--- src/rtl/assert_macros.svh ---
// Assertion macros shared by the RTL of the MJD-to-calendar converter.
// No dependencies; define SYNTH to compile the checks away.
`ifndef ASSERT_MACROS_SVH
`define ASSERT_MACROS_SVH
`ifndef SYNTH
`define ASSERT_ALWAYS(lbl, clk, rst_n, cond) \
    lbl: assert property (@(posedge clk) disable iff (!rst_n) (cond)) \
    else $error("assertion failed: invariant");
`define ASSERT_IMPL(lbl, clk, rst_n, ante, cons) \
    lbl: assert property (@(posedge clk) disable iff (!rst_n) (ante) |-> (cons)) \
    else $error("assertion failed: implication");
`define ASSERT_DELAY(lbl, clk, rst_n, ante, dly, cons) \
    lbl: assert property (@(posedge clk) disable iff (!rst_n) (ante) |-> ## dly (cons)) \
    else $error("assertion failed: delayed implication");
`else
`define ASSERT_ALWAYS(lbl, clk, rst_n, cond)
`define ASSERT_IMPL(lbl, clk, rst_n, ante, cons)
`define ASSERT_DELAY(lbl, clk, rst_n, ante, dly, cons)
`endif
`endif

--- src/rtl/mjdcal_pkg.sv ---
// Shared constants, types and tables for the MJD-to-calendar converter.
// No dependencies.
`default_nettype none

package mjdcal_pkg;

    // field widths
    localparam int MjdW   = 18;
    localparam int FracW  = 32;
    localparam int YearW  = 12;
    localparam int MonthW = 4;
    localparam int DayW   = 5;
    localparam int HourW  = 5;
    localparam int MinW   = 6;
    localparam int SecW   = 22;

    // pipeline shape
    localparam int PipeDepth = 7;
    localparam int TodStages = 3;

    // date path: n = 100*B - 12210 = 100*mjd + 240141590
    localparam int NW = 28;
    localparam logic [NW-1:0] N_SCALE  = 28'd100;
    localparam logic [NW-1:0] N_OFFSET = 28'd240141590;

    // floor(n / 36525) by reciprocal, low by at most one before correction
    localparam int CW          = 13;
    localparam int RecipShift  = 38;
    localparam int RecipW      = 23;
    localparam logic [RecipW-1:0] RECIP = RecipW'((64'd1 << RecipShift) / 64'd36525);
    localparam int PW          = 29;
    localparam logic [PW-1:0] YEAR_DIV = 29'd36525;

    // floor(365.25*C) = (1461*C) >> 2
    localparam int QW = 24;
    localparam logic [QW-1:0] QUAD_MUL = 24'd1461;
    localparam int BW = 22;
    localparam logic [BW-1:0] MJD_TO_B = 22'd2401538;

    // days into the March-based year, and month index E
    localparam int GW = 9;
    localparam int EW = 4;
    localparam int EMax = 15;
    localparam logic [EW-1:0] MONTH_WRAP = 4'd14;
    localparam logic [EW-1:0] MONTH_ADJ_LO = 4'd1;
    localparam logic [EW-1:0] MONTH_ADJ_HI = 4'd13;
    localparam logic [MonthW-1:0] MARCH = 4'd3;
    localparam logic [CW-1:0] YEAR_BASE = 13'd4715;

    // time of day multipliers
    localparam int TW = 38;
    localparam logic [TW-1:0] HOURS_PER_DAY = 38'd24;
    localparam logic [TW-1:0] SIXTY = 38'd60;

    typedef struct packed {
        logic [HourW-1:0] hour;
        logic [MinW-1:0]  minute;
        logic [SecW-1:0]  second_q16;
    } tod_t;

    // floor(30.6001 * e)
    function automatic logic [GW-1:0] month_floor(input logic [EW-1:0] e);
        logic [GW-1:0] v;
        unique case (e)
            4'd0:  v = 9'd0;
            4'd1:  v = 9'd30;
            4'd2:  v = 9'd61;
            4'd3:  v = 9'd91;
            4'd4:  v = 9'd122;
            4'd5:  v = 9'd153;
            4'd6:  v = 9'd183;
            4'd7:  v = 9'd214;
            4'd8:  v = 9'd244;
            4'd9:  v = 9'd275;
            4'd10: v = 9'd306;
            4'd11: v = 9'd336;
            4'd12: v = 9'd367;
            4'd13: v = 9'd397;
            4'd14: v = 9'd428;
            4'd15: v = 9'd459;
        endcase
        return v;
    endfunction

endpackage

`default_nettype wire

--- src/rtl/mjdcal_date.sv ---
// Seven-stage date path: MJD day count to Gregorian year, month, day.
// Depends on mjdcal_pkg and assert_macros.svh.
`default_nettype none
`include "assert_macros.svh"

module mjdcal_date (
    input  logic                               clk,
    input  logic                               rst_n,
    input  logic                               in_valid,
    input  logic [mjdcal_pkg::MjdW-1:0]        mjd_days,
    output logic                               out_valid,
    output logic [mjdcal_pkg::YearW-1:0]       year,
    output logic [mjdcal_pkg::MonthW-1:0]      month,
    output logic [mjdcal_pkg::DayW-1:0]        day_of_month
);

    localparam int NW = mjdcal_pkg::NW;
    localparam int CW = mjdcal_pkg::CW;
    localparam int PW = mjdcal_pkg::PW;
    localparam int GW = mjdcal_pkg::GW;
    localparam int EW = mjdcal_pkg::EW;
    localparam int MW = mjdcal_pkg::MjdW;
    localparam int QW = mjdcal_pkg::QW;
    localparam int BW = mjdcal_pkg::BW;
    localparam int YW = mjdcal_pkg::YearW;
    localparam int ProdW = NW + mjdcal_pkg::RecipW;

    logic [mjdcal_pkg::PipeDepth-1:0] vld_reg;

    // stage 1
    logic [NW-1:0] n1_reg, n1_next;
    logic [MW-1:0] d1_reg;
    // stage 2
    logic [ProdW-1:0] prod2;
    logic [CW-1:0] q2_reg, q2_next;
    logic [NW-1:0] n2_reg;
    logic [MW-1:0] d2_reg;
    // stage 3
    logic [PW-1:0] p3_reg, p3_next;
    logic [CW-1:0] q3_reg;
    logic [NW-1:0] n3_reg;
    logic [MW-1:0] d3_reg;
    // stage 4
    logic [PW-1:0] rem4;
    logic [CW-1:0] c4_reg, c4_next;
    logic [MW-1:0] d4_reg;
    // stage 5
    logic [QW-1:0] quad5;
    logic [BW-1:0] b5, dd5, g5_full;
    logic [GW-1:0] g5_reg, g5_next;
    logic [CW-1:0] c5_reg;
    // stage 6
    logic [EW-1:0] e6_reg, e6_next;
    logic [GW-1:0] g6_reg;
    logic [CW-1:0] c6_reg;
    // stage 7
    logic [GW-1:0] day7;
    logic [mjdcal_pkg::MonthW-1:0] month_reg, month_next;
    logic [mjdcal_pkg::DayW-1:0]   day_reg, day_next;
    logic [mjdcal_pkg::YearW-1:0]  year_reg, year_next;

    always_ff @(posedge clk or negedge rst_n)
    begin
        if (!rst_n)
        begin
            vld_reg <= '0;
        end
        else
        begin
            vld_reg <= {vld_reg[mjdcal_pkg::PipeDepth-2:0], in_valid};
        end
    end

    always_comb
    begin
        n1_next = NW'(mjd_days) * mjdcal_pkg::N_SCALE + mjdcal_pkg::N_OFFSET;
    end

    always_comb
    begin
        prod2   = ProdW'(n1_reg) * ProdW'(mjdcal_pkg::RECIP);
        q2_next = prod2[mjdcal_pkg::RecipShift +: CW];
    end

    always_comb
    begin
        p3_next = PW'(q2_reg) * mjdcal_pkg::YEAR_DIV;
    end

    // quotient estimate is at most one low; one compare fixes it
    always_comb
    begin
        rem4    = PW'(n3_reg) - p3_reg;
        c4_next = q3_reg + CW'(rem4 >= mjdcal_pkg::YEAR_DIV);
    end

    always_comb
    begin
        quad5   = QW'(c4_reg) * mjdcal_pkg::QUAD_MUL;
        dd5     = quad5[QW-1:2];
        b5      = BW'(d4_reg) + mjdcal_pkg::MJD_TO_B;
        g5_full = b5 - dd5;
        g5_next = g5_full[GW-1:0];
    end

    // E = floor(G / 30.6001): count month boundaries strictly below G
    always_comb
    begin
        e6_next = '0;
        for (int k = 1; k <= mjdcal_pkg::EMax; k++)
        begin
            if (g5_reg > mjdcal_pkg::month_floor(EW'(k)))
            begin
                e6_next = e6_next + EW'(1);
            end
        end
    end

    always_comb
    begin
        day7     = g6_reg - mjdcal_pkg::month_floor(e6_reg);
        day_next = day7[mjdcal_pkg::DayW-1:0];
        if (e6_reg < mjdcal_pkg::MONTH_WRAP)
        begin
            month_next = e6_reg - mjdcal_pkg::MONTH_ADJ_LO;
        end
        else
        begin
            month_next = e6_reg - mjdcal_pkg::MONTH_ADJ_HI;
        end
        year_next = YW'(c6_reg - mjdcal_pkg::YEAR_BASE
                        - CW'(month_next >= mjdcal_pkg::MARCH));
    end

    always_ff @(posedge clk)
    begin
        n1_reg    <= n1_next;
        d1_reg    <= mjd_days;
        q2_reg    <= q2_next;
        n2_reg    <= n1_reg;
        d2_reg    <= d1_reg;
        p3_reg    <= p3_next;
        q3_reg    <= q2_reg;
        n3_reg    <= n2_reg;
        d3_reg    <= d2_reg;
        c4_reg    <= c4_next;
        d4_reg    <= d3_reg;
        g5_reg    <= g5_next;
        c5_reg    <= c4_reg;
        e6_reg    <= e6_next;
        g6_reg    <= g5_reg;
        c6_reg    <= c5_reg;
        month_reg <= month_next;
        day_reg   <= day_next;
        year_reg  <= year_next;
    end

    // c5 feeds stage 6 only through c6
    assign out_valid    = vld_reg[mjdcal_pkg::PipeDepth-1];
    assign year         = year_reg;
    assign month        = month_reg;
    assign day_of_month = day_reg;

    `ASSERT_IMPL(a_month_range, clk, rst_n, out_valid, (month >= 4'd1) && (month <= 4'd12))
    `ASSERT_IMPL(a_day_range, clk, rst_n, out_valid, (day_of_month >= 5'd1))
    `ASSERT_IMPL(a_e_range, clk, rst_n, vld_reg[5], (e6_reg >= 4'd4))

endmodule

`default_nettype wire

--- src/rtl/mjdcal_tod.sv ---
// Time-of-day path: Q0.32 day fraction to hour, minute, Q16 seconds,
// padded to the date path latency. Depends on mjdcal_pkg and assert_macros.svh.
`default_nettype none
`include "assert_macros.svh"

module mjdcal_tod (
    input  logic                            clk,
    input  logic                            rst_n,
    input  logic                            in_valid,
    input  logic [mjdcal_pkg::FracW-1:0]    day_fraction,
    output logic                            out_valid,
    output mjdcal_pkg::tod_t                tod
);

    localparam int TW    = mjdcal_pkg::TW;
    localparam int FW    = mjdcal_pkg::FracW;
    localparam int Delay = mjdcal_pkg::PipeDepth - mjdcal_pkg::TodStages;

    logic [mjdcal_pkg::PipeDepth-1:0] vld_reg;

    logic [TW-1:0] t1, m2, s3;
    logic [mjdcal_pkg::HourW-1:0] hr1_reg, hr2_reg;
    logic [FW-1:0] r1_reg, r1_next, r2_reg, r2_next;
    logic [mjdcal_pkg::MinW-1:0] mn2_reg;
    mjdcal_pkg::tod_t res3_next;
    mjdcal_pkg::tod_t dly_reg [Delay+1];

    always_ff @(posedge clk or negedge rst_n)
    begin
        if (!rst_n)
        begin
            vld_reg <= '0;
        end
        else
        begin
            vld_reg <= {vld_reg[mjdcal_pkg::PipeDepth-2:0], in_valid};
        end
    end

    always_comb
    begin
        t1      = TW'(day_fraction) * mjdcal_pkg::HOURS_PER_DAY;
        r1_next = t1[FW-1:0];
        m2      = TW'(r1_reg) * mjdcal_pkg::SIXTY;
        r2_next = m2[FW-1:0];
        s3      = TW'(r2_reg) * mjdcal_pkg::SIXTY;
        res3_next.hour       = hr2_reg;
        res3_next.minute     = mn2_reg;
        res3_next.second_q16 = s3[TW-1 -: mjdcal_pkg::SecW];
    end

    always_ff @(posedge clk)
    begin
        hr1_reg    <= t1[FW +: mjdcal_pkg::HourW];
        r1_reg     <= r1_next;
        hr2_reg    <= hr1_reg;
        mn2_reg    <= m2[FW +: mjdcal_pkg::MinW];
        r2_reg     <= r2_next;
        dly_reg[0] <= res3_next;
        for (int i = 1; i <= Delay; i++)
        begin
            dly_reg[i] <= dly_reg[i-1];
        end
    end

    assign out_valid = vld_reg[mjdcal_pkg::PipeDepth-1];
    assign tod       = dly_reg[Delay];

    `ASSERT_IMPL(a_hour_range, clk, rst_n, out_valid, tod.hour <= 5'd23)
    `ASSERT_IMPL(a_minute_range, clk, rst_n, out_valid, tod.minute <= 6'd59)
    `ASSERT_IMPL(a_second_range, clk, rst_n, out_valid, tod.second_q16 <= 22'd3932159)

endmodule

`default_nettype wire

--- src/rtl/mjd_to_calendar_date.sv ---
// MJD day count plus Q0.32 day fraction to Gregorian date and time of day.
// Throughput is one transaction per cycle; busy stays low and the receiver
// cannot stall.
// The date path sets the depth: reciprocal multiply, back-multiply and fixup
// for 365.25, then 1461*C, a compare bank for 30.6001 and the final sums.
// Reset (rst_n, async, active low) clears only the valid bits; no state is kept.
`default_nettype none
`include "assert_macros.svh"

module mjd_to_calendar_date (
    input  logic                            clk,
    input  logic                            rst_n,
    input  logic                            start,
    output logic                            busy,
    input  logic [mjdcal_pkg::MjdW-1:0]     mjd_days,
    input  logic [mjdcal_pkg::FracW-1:0]    day_fraction,
    output logic                            done,
    output logic [mjdcal_pkg::YearW-1:0]    year,
    output logic [mjdcal_pkg::MonthW-1:0]   month,
    output logic [mjdcal_pkg::DayW-1:0]     day_of_month,
    output logic [mjdcal_pkg::HourW-1:0]    hour,
    output logic [mjdcal_pkg::MinW-1:0]     minute,
    output logic [mjdcal_pkg::SecW-1:0]     second_q16
);

    // The pipeline never stalls, so a transaction is taken on every start.
    logic             accept;
    logic             date_valid;
    logic             tod_valid;
    mjdcal_pkg::tod_t tod;

    assign busy   = 1'b0;
    assign accept = start && !busy;

    // Date path: B = mjd + 2401538, C, D, E, then day/month/year.
    mjdcal_date u_date (
        .clk          (clk),
        .rst_n        (rst_n),
        .in_valid     (accept),
        .mjd_days     (mjd_days),
        .out_valid    (date_valid),
        .year         (year),
        .month        (month),
        .day_of_month (day_of_month)
    );

    // Time path: three exact fixed-point multiplies, delayed to line up.
    mjdcal_tod u_tod (
        .clk          (clk),
        .rst_n        (rst_n),
        .in_valid     (accept),
        .day_fraction (day_fraction),
        .out_valid    (tod_valid),
        .tod          (tod)
    );

    assign done       = date_valid;
    assign hour       = tod.hour;
    assign minute     = tod.minute;
    assign second_q16 = tod.second_q16;

    // both halves of a result must leave together
    `ASSERT_ALWAYS(a_paths_aligned, clk, rst_n, date_valid == tod_valid)
    // every accepted transaction comes out as a done strobe at the pipeline end
    `ASSERT_DELAY(a_latency, clk, rst_n, accept, 7, done)
    `ASSERT_ALWAYS(a_never_busy, clk, rst_n, !busy)

endmodule

`default_nettype wire

--- config.mk ---
export PLATFORM = sky130hd
export DESIGN_NAME = mjd_to_calendar_date
export DESIGN_NICKNAME = d
export VERILOG_FILES = /design/src/rtl/mjdcal_pkg.sv /design/src/rtl/mjdcal_date.sv /design/src/rtl/mjdcal_tod.sv /design/src/rtl/mjd_to_calendar_date.sv
export VERILOG_INCLUDE_DIRS = /design/src /design/src/rtl
export SDC_FILE = /design/constraint.sdc
export NUM_CORES = 2
export LEC_CHECK = 0
export BUFFER_PORTS_ARGS = -buffer_cell sky130_fd_sc_hd__buf_4
export CORE_MARGIN = 5
export CORE_UTILIZATION = 41
export CTS_CLUSTER_DIAMETER = 60
export CTS_CLUSTER_SIZE = 20
export DETAILED_ROUTE_END_ITERATION = 10
export PLACE_DENSITY = 0.54
export SYNTH_ARGS = -nofsm -noshare
export SYNTH_HDL_FRONTEND = slang
export SYNTH_SLANG_ARGS = --single-unit
--- constraint.sdc ---
create_clock -name clk -period 11 [get_ports clk]
set_input_delay 1.65 -clock clk [delete_from_list [all_inputs] [get_ports clk]]
set_output_delay 1.65 -clock clk [all_outputs]
set_load 0.01 [all_outputs]
# Yosys cells after proc, flatten, opt, wreduce, memory -nomap -nowiden
# Memory sizes are Yosys's and may differ from the RTL's. A register that Yosys moved wholly into a read port is not among the register bits.
# Index checks and enable logic that the tools add are counted.
[op_classes] add_sub_neg=24 n_lt_le_gt_ge=18 mux=16 multipliers=7
[ops] cell="> comparator 9 bit, second input constant" n=7
[ops] cell="2-to-1 mux 4 bit" n=15
[ops] cell="adder 4 x 1 -> 4 bit, second input constant" n=14
[ops] cell="multiplier 28 x 22 -> 50 bit, second input constant" n=1
[ops] cell="> comparator 9 x 8 -> 1 bit, second input constant" n=4
[ops] cell="multiplier 30 x 4 -> 34 bit, second input constant" n=1
[ops] cell="multiplier 32 x 2 -> 34 bit, second input constant" n=1
[ops] cell="multiplier 29 x 4 -> 33 bit, second input constant" n=1
[ops] cell="greater-or-equal comparator 29 x 16 -> 1 bit, second input constant" n=1
[ops] cell="multiplier 13 x 16 -> 29 bit, second input constant" n=1
[ops] cell="subtractor 28 x 29 -> 29 bit" n=1
[ops] cell="adder 26 x 26 -> 27 bit, second input constant" n=1
[ops] cell="multiplier 18 x 5 -> 23 bit, second input constant" n=1
[ops] cell="> comparator 9 x 7 -> 1 bit, second input constant" n=2
[ops] cell="adder 13 x 1 -> 13 bit" n=1
[ops] cell="multiplier 13 x 11 -> 11 bit, second input constant" n=1
[ops] cell="subtractor 12 x 1 -> 12 bit" n=1
[ops] cell="subtractor 12 x 10 -> 12 bit, second input constant" n=1
[ops] cell="adder 9 bit, second input constant" n=1
[ops] cell="> comparator 9 x 5 -> 1 bit, second input constant" n=1
[ops] cell="> comparator 9 x 6 -> 1 bit, second input constant" n=1
[ops] cell="subtractor 9 bit" n=1
[ops] cell="subtractor 5 bit" n=1
[ops] cell="greater-or-equal comparator 4 x 2 -> 1 bit, second input constant" n=1
[ops] cell="other kinds (4)" n=4
[totals] mem_count=2 ramBits=165 mem_bits_ro=144 output_inout_bits=56 register_bits=333 wordCells=92 input_bits=53
[memory_table] memory="u_tod.dly_reg" words=5 word_bits=33 rd=5 rd_ports_with_merged_regs=0 wr=5 line_no="mjdcal_tod.sv:26" text="mjdcal_pkg::tod_t dly_reg [Delay+1];"
[memory_table] memory="(no name shown)" words=16 word_bits=9 rd=1 rd_ports_with_merged_regs=1 wr=0 line_no="mjdcal_pkg.sv:64" text="unique case (e)"

# Logic depth before layout (Yosys ltp)
[depth] word_depth=30 depth_mapped=48 mapped_depth_nobuf=47

# Hierarchy
# Synthesis repeated with hierarchy kept, for this count alone.
[hier_totals] cells_unflattened=3777 area_unflattened_um2=38854.8
[modules_own_cells] module="mjdcal_date" seq_area_each_um2=5039.8 area_each_um2=26500.4 instances=1 cells_per_inst=2611
[modules_own_cells] module="mjdcal_tod" seq_area_each_um2=4919.7 area_each_um2=12343.1 instances=1 cells_per_inst=1164
[modules_own_cells] module="mjd_to_calendar_date" seq_area_each_um2=0.0 area_each_um2=11.3 instances=1 cells_per_inst=2

# Least setup slack after synthesis
# No wires, ideal clock.
[synth_timing] kind="register to register" from="reg u_date.g5_reg[7]" to="reg with a tool-made name" setup_ns=0.126 synth_period_minus_slack_ns=9.119 required_ns=10.874 slack_ns=1.881 n_path_buf=1 stages_incl_launch_ff=45 t_arrival_ns=8.992 path_cell_list="dfxtp_1 buf_2 or2_1 nor3_1 o21ai_0 ha_1 xor2_4 ha_1 nand2_1 nand2_1 ha_1 a211o_1 and2_1 ha_1 mux2i_1 a31o_2 inv_1 ha_1 [9 not listed] nand2_1 ha_1 nor2_1 a31oi_1 ha_1 nand2_1 nand2_1 ha_1 a221o_1 ha_1 mux2_2 ha_1 mux2_2 ha_1 nand3_1 a21oi_1 a311oi_1 o21ai_1"
[synth_lines] element="from (decl)" line_no="mjdcal_date.sv:50" text="logic [GW-1:0] g5_reg, g5_next;"
[synth_lines] element="from (signal assigned)" line_no="mjdcal_date.sv:148" text="g5_reg <= g5_next;"

==> results by group <==
Outcome
  – Status: finished, final reports clean

Drt
  – Detail Route Antenna Nets: 0
  – Vias post-DR: 22.1k
  – Total routed wirelength: about 70,000 um
  – DRC: 0
  – WL/cell: 14.7 um
  – Iter 0 DRT Violations: 801
  – Vias per inst: 4.69
  – 1st-pass router iterations: 4

Critical path
  – Critical Path RT: 11.49 ns
  – CP startpoint kind: register
  – Crit-path most repeated cell: ha_1
  – Crit path max fanout: 15
  – Type of destination of the critical path: register
  – Max incr delay on CP: roughly 0.48 ns
  – Crit-path slowest cell: dfxtp_1
  – CP Data Arrival Time: a little over 10 ns
  – Critical path type: register to register

Synthesis
  – Syn Area/Cell: 10.8 um^2
  – Largest cells by area after synthesis: dfxtp_1, fa_1, ha_1
  – Ys async rst share: 0.0144
  – Net Count, Synth: between 4k and 5k
  – Cells after Synth: between 3k and 4k
  – EDFF count, synth: 0
  – #FFs+latches synth: a little under 500
  – Yosys Warn Count: 0
  – Dominant synthesized flop cell: dfxtp_1
  – Cell taking the most area after synthesis: dfxtp_1
  – Top-area cell type share of the netlist area: 0.262
  – Netlist cell types: between 80 and 90
  – Mapped cell area: around 0.037 mm^2
  – Seq/Total Area, Yosys: 0.266

STA
  – Setup Viol. Count Final: 0
  – PnR worst setup slack: roughly 1.1 ns
  – Tightest Pin Transition: roughly 0.96 ns
  – Clk_skew: around 0.057 ns
  – Slew HR: 0.362
  – Final Hold Viols: 0
  – Slew Viols, Final: 0
  – Tcrit/Tclk final: 0.898
  – RSZ-0062 raised after global routing: false
  – Setup TNS: 0 ns
  – Max Fclk: between 0.1 and 0.15 GHz
  – Min Tclk post-route: 9.88 ns

Final layout
  – Share of cells above drive strength 1: 0.0691
  – Area growth from synthesis to layout: 10.1%
  – Fillers: about 8.4k
  – Max reg flops: about 170
  – Post-route cell area: 0.0405 mm^2
  – Reg area: 0.00978 mm^2
  – Multi-input logic area: approximately 0.024 mm^2
  – Layout Nets: 4,642
  – Ant. Diodes: 0

Place
  – DP HPWL: a little under 60,000 um
  – PortBufs: 107
  – Worst slack at placement: around 1.1 ns
  – Area post-placement: slightly below 0.04 mm^2
  – GP Congestion: roughly 0.82

Clock tree
  – CTS Buffer Depth: 3
  – Clock transition at path regs: roughly 0.070 ns
  – Post-CTS Hold Buffers: 0
  – Num CTS Buffers: 47
  – Postcts setup bufs: 0
  – Number of gates resized after cts: 0
  – Worst skew pair latency: between 0.6 and 0.7 ns
  – H-tree Lvls: 2
  – Sinks on Clock Net: around 490
  – Root Driver: clkbuf_16
  – CTS tree: built

Floorplan
  – Core area: between 0.08 and 0.09 mm^2
  – Die width: a little over 300 um
  – Vert. Die Dim: between 300 and 400 um
  – Die ar.: about 0.096 mm^2
  – Number of top-level pins: around 110
  – Initial Util: 0.414
  – Row count: between 100 and 150

Global routing
  – Met2 usage: 0.245
  – Largest net degree at the start of global routing: 21
  – Vias in the first global route: ~23k
  – First-pass GRT wire length: roughly 120,000 um
  – Tot GR Track Use: 0.151
  – Initial antenna violation count: 1
  – GRT overflow: 0
  – Grt met1 use: 0.221
  – Met3 Track Usage GR: 0.0202
  – Grt peak-use layer: met2

Hold path
  – Hold crit path type: register to register

Flow run
  – Max cap viols: 0
-- through the flow --
stage / hold WS, ns / util / cells
after detailed placement: 0.312 / 0.437 / 4639
after floorplan: 0.310 / - / 3404
after global placement: 0.310 / 0.437 / 4639
after CTS: 0.321 / 0.456 / 4723
after global routing: 0.324 / 0.456 / 4723
final: 0.322 / 0.456 / 4723
-- final timing paths --
| path | startpoint | to | slack [ns] | depth (start not counted) |
|---|---|---|---|---|
| setup / recovery | u_date.g5_reg[7] | register | 1.12 | 43 |
| hold / removal | u_tod.dly_reg[0][45] | u_tod.dly_reg[0][78] | 0.32 | 0 |
| setup reg to reg | u_date.g5_reg[7] | register | 1.12 | 43 |
| hold reg to reg | u_tod.dly_reg[0][45] | u_tod.dly_reg[0][78] | 0.32 | 0 |
| max in group asynchronous | rst_n | u_date.vld_reg[6] | 10.04 | 1 |
| min in group asynchronous | rst_n | u_date.vld_reg[3] | 0.83 | 1 |
-- metal layers --
layer,wire length [um],vias to the layer above
met2,31500,228
met4,1090,2
met3,2190,71
li1,-,11266
met1,34800,10581
met5,12,-
-- synth_stat cells (all sizes together) (5+ instances only) --
library cell	count
a41oi	5
nand3	36
and3	18
dfrtp	7
buf	43
o21a	35
nor4	5
a21o	64
fa	446
dfxtp	480
nor3	41
or3	9
a211o	5
or2	5
a21oi	143
xnor2	155
a21boi	11
mux2i	7
and2	7
o21bai	18
o31ai	6
nor2	118
xor2	68
mux2	5
a211oi	19
a31oi	18
nand3b	5
o21ai	93
inv	659
nor2b	24
nand4	18
a31o	5
clkbuf	7
nor3b	5
nand2	100
o211ai	15
ha	620
nand2b	25
and4	7
-- worst max-delay path, delay by kind of cell, from the launching register on --
family | cells | cell delay, ns
fa+ha+maj | 14 | 4.21
simple gates | 12 | 1.31
mux | 4 | 1.01
xor+xnor | 1 | 0.33
flops | 1 | 0.48
compound gates | 11 | 2.35
buf+inv | 1 | 0.06
-- placed cells by master, fill, tap and decap left out, drive strengths merged, types with 50 or more instances in the layout --
master,n
dfxtp,480
buf,120
clkbuf,50
a21oi,143
ha,620
xnor2,155
xor2,68
fa,446
nand2,100
o21ai,93
a21o,64
nor2,118
inv,676
-- area by class of cell --
type,count,share of cell area
clock buffers,50,0.0304
clock inverters,34,0.0118
multi-input cells,2207,0.596
inverters,660,0.0612
well taps,1165,0.0360
flip-flops and latches,487,0.242
repair buffers,120,0.0223
-- cells by family after synthesis --
logic type	synth area share
AO/OA/AOI/OAI	0.0838
adder cells (fa/ha/maj)	0.454
other	0.000102
flip-flops	0.266
XOR/XNOR	0.0583
AND/OR/NAND/NOR	0.0569
buffers and inverters	0.0769
multiplexers	0.00344
Power is left out: the tool's default activity adds up to more than one toggle a clock period on the data nets, which glitch-free logic cannot reach.
